===== config.mk =====
export PLATFORM = sky130hd
export DESIGN_NAME = smx_front
export DESIGN_NICKNAME = d
export VERILOG_FILES = /design/src/sv/smx_pkg.sv /design/src/sv/smx_front.sv
export SDC_FILE = /design/constraint.sdc
export NUM_CORES = 1
export LEC_CHECK = 0
export ABC_AREA = 0
export BUFFER_PORTS_ARGS = -buffer_cell sky130_fd_sc_hd__buf_2
export CORE_MARGIN = 10
export CORE_UTILIZATION = 51
export CTS_CLUSTER_SIZE = 28
export DETAILED_ROUTE_END_ITERATION = 8
export PLACE_DENSITY = 0.89
export SLEW_MARGIN = 0
export SYNTH_ARGS = -nofsm -noshare
export SYNTH_HDL_FRONTEND = slang
export SYNTH_SLANG_ARGS = --single-unit

===== constraint.sdc =====
create_clock -name clock -period 2.7 [get_ports clock]
set_input_delay 0.675 -clock clock [delete_from_list [all_inputs] [get_ports clock]]
set_output_delay 0.675 -clock clock [all_outputs]
set_load 0.01 [all_outputs]

===== src/sv/smx_pkg.sv =====
// smx_pkg: shared types and constants of the stack machine executor
// no dependencies; imported by every module of the block but smx_ram
package smx_pkg;

   localparam int WORD_BITS_DEFAULT = 32;
   localparam int MEM_DEPTH_DEFAULT = 1024;   // power of two
   localparam int SP_BITS = 10;
   localparam int IMM_BITS = 32;
   localparam int OPC_BITS = 6;
   localparam int TOP_BITS = 32;
   localparam int STATUS_BITS = 3;
   localparam int REQ_BYTES_BITS = 40;
   localparam int RSP_BYTES_BITS = 48;

   typedef enum logic [OPC_BITS-1:0] {
      OP_CONST = 6'd0,  OP_LDG  = 6'd1,  OP_LDL  = 6'd2,  OP_LDGX = 6'd3,
      OP_LDLX  = 6'd4,  OP_ADD  = 6'd5,  OP_SUB  = 6'd6,  OP_MUL  = 6'd7,
      OP_DIV   = 6'd8,  OP_MOD  = 6'd9,  OP_OR   = 6'd10, OP_AND  = 6'd11,
      OP_XOR   = 6'd12, OP_SHL  = 6'd13, OP_SHR  = 6'd14, OP_LAND = 6'd15,
      OP_LOR   = 6'd16, OP_NEG  = 6'd17, OP_NOT  = 6'd18, OP_LNOT = 6'd19,
      OP_STG   = 6'd20, OP_STL  = 6'd21, OP_STGX = 6'd22, OP_STLX = 6'd23,
      OP_CHK   = 6'd24, OP_RET  = 6'd25, OP_CBRA = 6'd26, OP_BRA  = 6'd27,
      OP_EQ    = 6'd28, OP_NE   = 6'd29, OP_GT   = 6'd30, OP_LT   = 6'd31,
      OP_GE    = 6'd32, OP_LE   = 6'd33, OP_END  = 6'd34, OP_MOVE = 6'd35,
      OP_NOP   = 6'd36
   } op_type;

   localparam logic [OPC_BITS-1:0] OP_LAST = 6'd36;

   typedef enum logic [STATUS_BITS-1:0] {
      ST_OK   = 3'd0,
      ST_END  = 3'd1,
      ST_NEG  = 3'd2,
      ST_BIG  = 3'd3,
      ST_DIVZ = 3'd4
   } status_type;

   typedef enum logic [1:0] {
      MD_MUL = 2'd0,
      MD_DIV = 2'd1,
      MD_MOD = 2'd2
   } md_type;

   typedef struct packed {
      op_type               op;
      logic [IMM_BITS-1:0]  imm;
   } item_type;

   typedef struct packed {
      logic    start;
      md_type  kind;
   } md_ctl_type;

endpackage


===== src/sv/smx_front.sv =====
// smx_front: accepts instruction beats, decodes the opcode and queues them
// depends on smx_pkg
module smx_front (
   input  logic                        clock,
   input  logic                        reset,
   input  logic                        in_valid,
   output logic                        in_ready,
   input  logic [smx_pkg::OPC_BITS-1:0] in_op,
   input  logic [smx_pkg::IMM_BITS-1:0] in_imm,
   output logic                        q_valid,
   output smx_pkg::item_type           q_item,
   input  logic                        q_pop
);
   import smx_pkg::*;

   item_type   q_ff [2];
   logic       wr_ptr_ff, wr_ptr_in;
   logic       rd_ptr_ff, rd_ptr_in;
   logic [1:0] count_ff, count_in;
   logic       push;
   item_type   dec;

   // opcodes past the last one behave as nop
   always_comb begin
      dec.imm = in_imm;
      dec.op  = (in_op > OP_LAST) ? OP_NOP : op_type'(in_op);
   end

   assign in_ready = (count_ff != 2'd2);
   assign push     = in_valid && in_ready;
   assign q_valid  = (count_ff != 2'd0);
   assign q_item   = q_ff[rd_ptr_ff];

   always_comb begin
      wr_ptr_in = push ? ~wr_ptr_ff : wr_ptr_ff;
      rd_ptr_in = q_pop ? ~rd_ptr_ff : rd_ptr_ff;
      count_in  = count_ff + {1'b0, push} - {1'b0, q_pop};
   end

   always_ff @(posedge clock) begin
      if (reset) begin
         wr_ptr_ff <= 1'b0;
         rd_ptr_ff <= 1'b0;
         count_ff  <= 2'd0;
      end else begin
         wr_ptr_ff <= wr_ptr_in;
         rd_ptr_ff <= rd_ptr_in;
         count_ff  <= count_in;
      end
      if (push) begin
         q_ff[wr_ptr_ff] <= dec;
      end
   end
endmodule


==> results.sh <==
export IMPL_drt_first_pass_iters=4
export IMPL_syn_avg_cell_area_um2=19.60
export IMPL_setup_tns_ps=0
export IMPL_synthFlopType="edfxtp_1"
export IMPL_hold_buffers=0
export IMPL_rsz0062_at_grt="no"
export IMPL_finalSetupViolCount=0
export IMPL_slowest_delay_ps=380
export IMPL_maxSlewHeadroom=0.6801
export IMPL_core_area_mm2=0.005851
export IMPL_drive_above_1_share=0.5418
export IMPL_yosys_cell_count_top_type="edfxtp_1"
export IMPL_worst_slew_pin_slew_ps=479.8
export IMPL_path_clk_slew_ps=80
export IMPL_grt_total_usage=0.1200
export IMPL_synth_distinct_cells=27
export IMPL_cp_arrival_ps=1440
export IMPL_cp_data_required_time_ps=2030
export IMPL_fillers=412
export IMPL_root_buffer="clkbuf_8"
export IMPL_route_detailed_drc=0
export IMPL_status="completed"
export IMPL_r2r_end="q_ff[0][8]"
export IMPL_crit_slowest_cell="mux2_2"
export IMPL_num_vias=1642
export IMPL_yosys_area_top_type="edfxtp_1"
export IMPL_max_vdd_ir_drop_v=0.0004597
export IMPL_synth_top_area_share=0.7512
export IMPL_ant_nets=0
export IMPL_end_kind="primary output"
export IMPL_hpwl_um=4075
export IMPL_hold_violations=0
export IMPL_timing_fmax_mhz=473.5
export IMPL_ys_async_sr_fraction=0
export IMPL_die_area_mm2=0.009444
export IMPL_rr_worst_depth=4
export IMPL_holdPathEnd="q_ff[0][11]"
export IMPL_initialDrtViolationCount=54
export IMPL_timing_final_crit_share=0.7823
export IMPL_ioPinCount=82
export IMPL_io_buffers=81
export IMPL_reg2reg_slack_ps=960
export IMPL_wl_um=5654
export IMPL_synth_common_cells="edfxtp_1 (76), mux2_2 (31), mux2_1 (7)"
export IMPL_cts_tree="built"
export IMPL_wl_per_cell_um=17.34
export IMPL_viasPerCell=5.037
export IMPL_grt_pass1_vias=1789
export IMPL_syn_to_final_growth_pct=24.26
export IMPL_synth_top_cells_by_area="edfxtp_1 (75%), mux2_2 (11%), dfxtp_1 (3.3%), mux2_1 (2.6%), nor2b_1 (0.62%)"
export IMPL_numCtsBuffers=9
export IMPL_holdCritStartpoint="in_imm[11]"
export IMPL_path_cells="buf_12 -> mux2_2 -> buf_2"
export IMPL_gp_congestion=0.7196
export IMPL_cts_htree_levels=3
export IMPL_dp_cells=310
export IMPL_cts_setup_buffers=0
export IMPL_grt_pass1_wl_um=9052
export IMPL_r2r_start="count_ff[0]"
export IMPL_post_cts_resized=0
export IMPL_netlist_area_mm2=0.003038
export IMPL_p_leak_nw=1.441
export IMPL_clock_path_buffers=2
export IMPL_final_nets=289
export IMPL_start_util=0.5192
export IMPL_synth_edf_count=76
export IMPL_yosysWarnings=0
export IMPL_drv_slew=0
export IMPL_overflow=0
export IMPL_powerDensity_mw_per_mm2=752.7
export IMPL_ys_seq_area_frac=0.7842
export IMPL_hold_depth=1
export IMPL_hp_class="input port to register"
export IMPL_syn_num_nets=198
export IMPL_fp_dieH_um=97.18
export IMPL_finalCriticalPeriod_ps=2112
export IMPL_die_w_um=97.18
export IMPL_clkSinkCount=81
export IMPL_maxCapViolCount=0
export IMPL_cp_max_fo=38
export IMPL_fin_skew_ps=4.327
export IMPL_synthCells=155
export IMPL_critPathLaunchType="register"
export IMPL_layout_cells_non_filler=326
export IMPL_clock_latency_ps=330
export IMPL_path_class="register to primary output"
export IMPL_row_count=28
export IMPL_ys_ff_latch=81
export IMPL_antenna_found_initial=1
export IMPL_antenna_cells=0
export IMPL_grt_max_degree=39
-- report_power, final --
part / internal [mW] / switching [mW] / leakage (nW)
logic: 0.186 / 0.216 / 0.576
registers: 1.50 / 0.0290 / 0.752
clock network: 0.512 / 0.399 / 0.113
-- how the worst max path moves through the flow --
stage | from | endpoint | slack [ps] | cells past startpoint
floorplan | in_valid | q_ff[1][0] | 660 | 1
global placement | in_valid | q_ff[0][12] | 770 | 4
detailed placement | in_valid | q_ff[0][12] | 720 | 4
CTS | register | q_item[1] | 570 | 3
global route | register | q_item[1] | 530 | 3
finish | register | q_item[4] | 590 | 3
-- layout by cell type, fill, tap and decap left out --
master     netlist  final
nor2b_1          3      3
or2_2            1      1
a21bo_2          1      1
mux2_2          31     31
o21ai_0          1      1
xnor2_1          2      2
buf_2            2     81
and3_2           0      1
nand4b_1         1      1
or4b_1           1      1
edfxtp_1        76     76
nand3b_1         1      1
o31ai_1          1      1
nand2b_1         2      2
dfxtp_1          5      4
mux2_1           7      7
nand2_1          1      1
clkbuf_8         0      9
nand4_1          2      2
buf_4            2      2
a21boi_1         1      1
ha_1             1      1
a2111oi_0        1      1
clkinv_2         0      5
and2_1           2      2
dfxtp_2          0      1
bufinv_16        0      2
a21oi_1          1      1
inv_1            4      4
nor2_1           3      3
buf_12           0      2
-- critical path: cells and delay by family (launching register included) --
| kind | cells | cell delay (ps) |
|---|---|---|
| buffers and inverters | 2 | 360 |
| multiplexers | 1 | 380 |
| flip-flops | 1 | 340 |
-- layout make-up --
class                           count  area [µm²]  area share
Sequential cell                    81        2384      0.6314
Timing Repair Buffer               85       460.4      0.1220
Multi-Input combinational cell     65       613.1      0.1624
Tap cell                           75       93.84     0.02486
Clock inverter                      7       85.08     0.02254
Clock buffer                        9       123.9     0.03281
Inverter                            4       15.01    0.003977
-- registers in the layout, indices dropped and copies added (netlist names), named ones only --
name / count
wr_ptr_ff: 1
rd_ptr_ff: 1
q_ff: 76
count_ff: 2
-- routing by layer --
layer,wire [µm],up-vias,GRT usage
li1,-,781,-
met1,2279,784,0.1326
met2,2781,61,0.1924
met3,447,14,0.04908
met4,129,2,0.06583
met5,16,-,0
-- metrics by stage --
step	total power, mW	hold WS (ps)	area, µm²	worst slack (ps)	utilization
floorplan	1.781	479.9	3038	657.3	-
global placement	1.950	499.1	3566	766.6	0.6095
detailed placement	1.966	512.0	3566	717.5	0.6095
CTS	2.871	503.1	3775	569.0	0.6452
global route	2.969	505.4	3775	534.5	0.6452
finish	2.841	522.4	3775	587.9	0.6452
-- cells by family (layout without fill, tap and decap cells) --
group	after synthesis	count (layout)	share of synthesized area
buffers and inverters	9	105	0.01441
adders and majority gates	1	1	0.004118
AOI/OAI and AO/OA	6	6	0.01441
xor gates and xnor gates	2	2	0.005767
and+or+nand+nor	18	18	0.03625
muxes	38	38	0.1409
DFF	81	81	0.7842
Note: power is estimated with default switching activity, not from simulation.
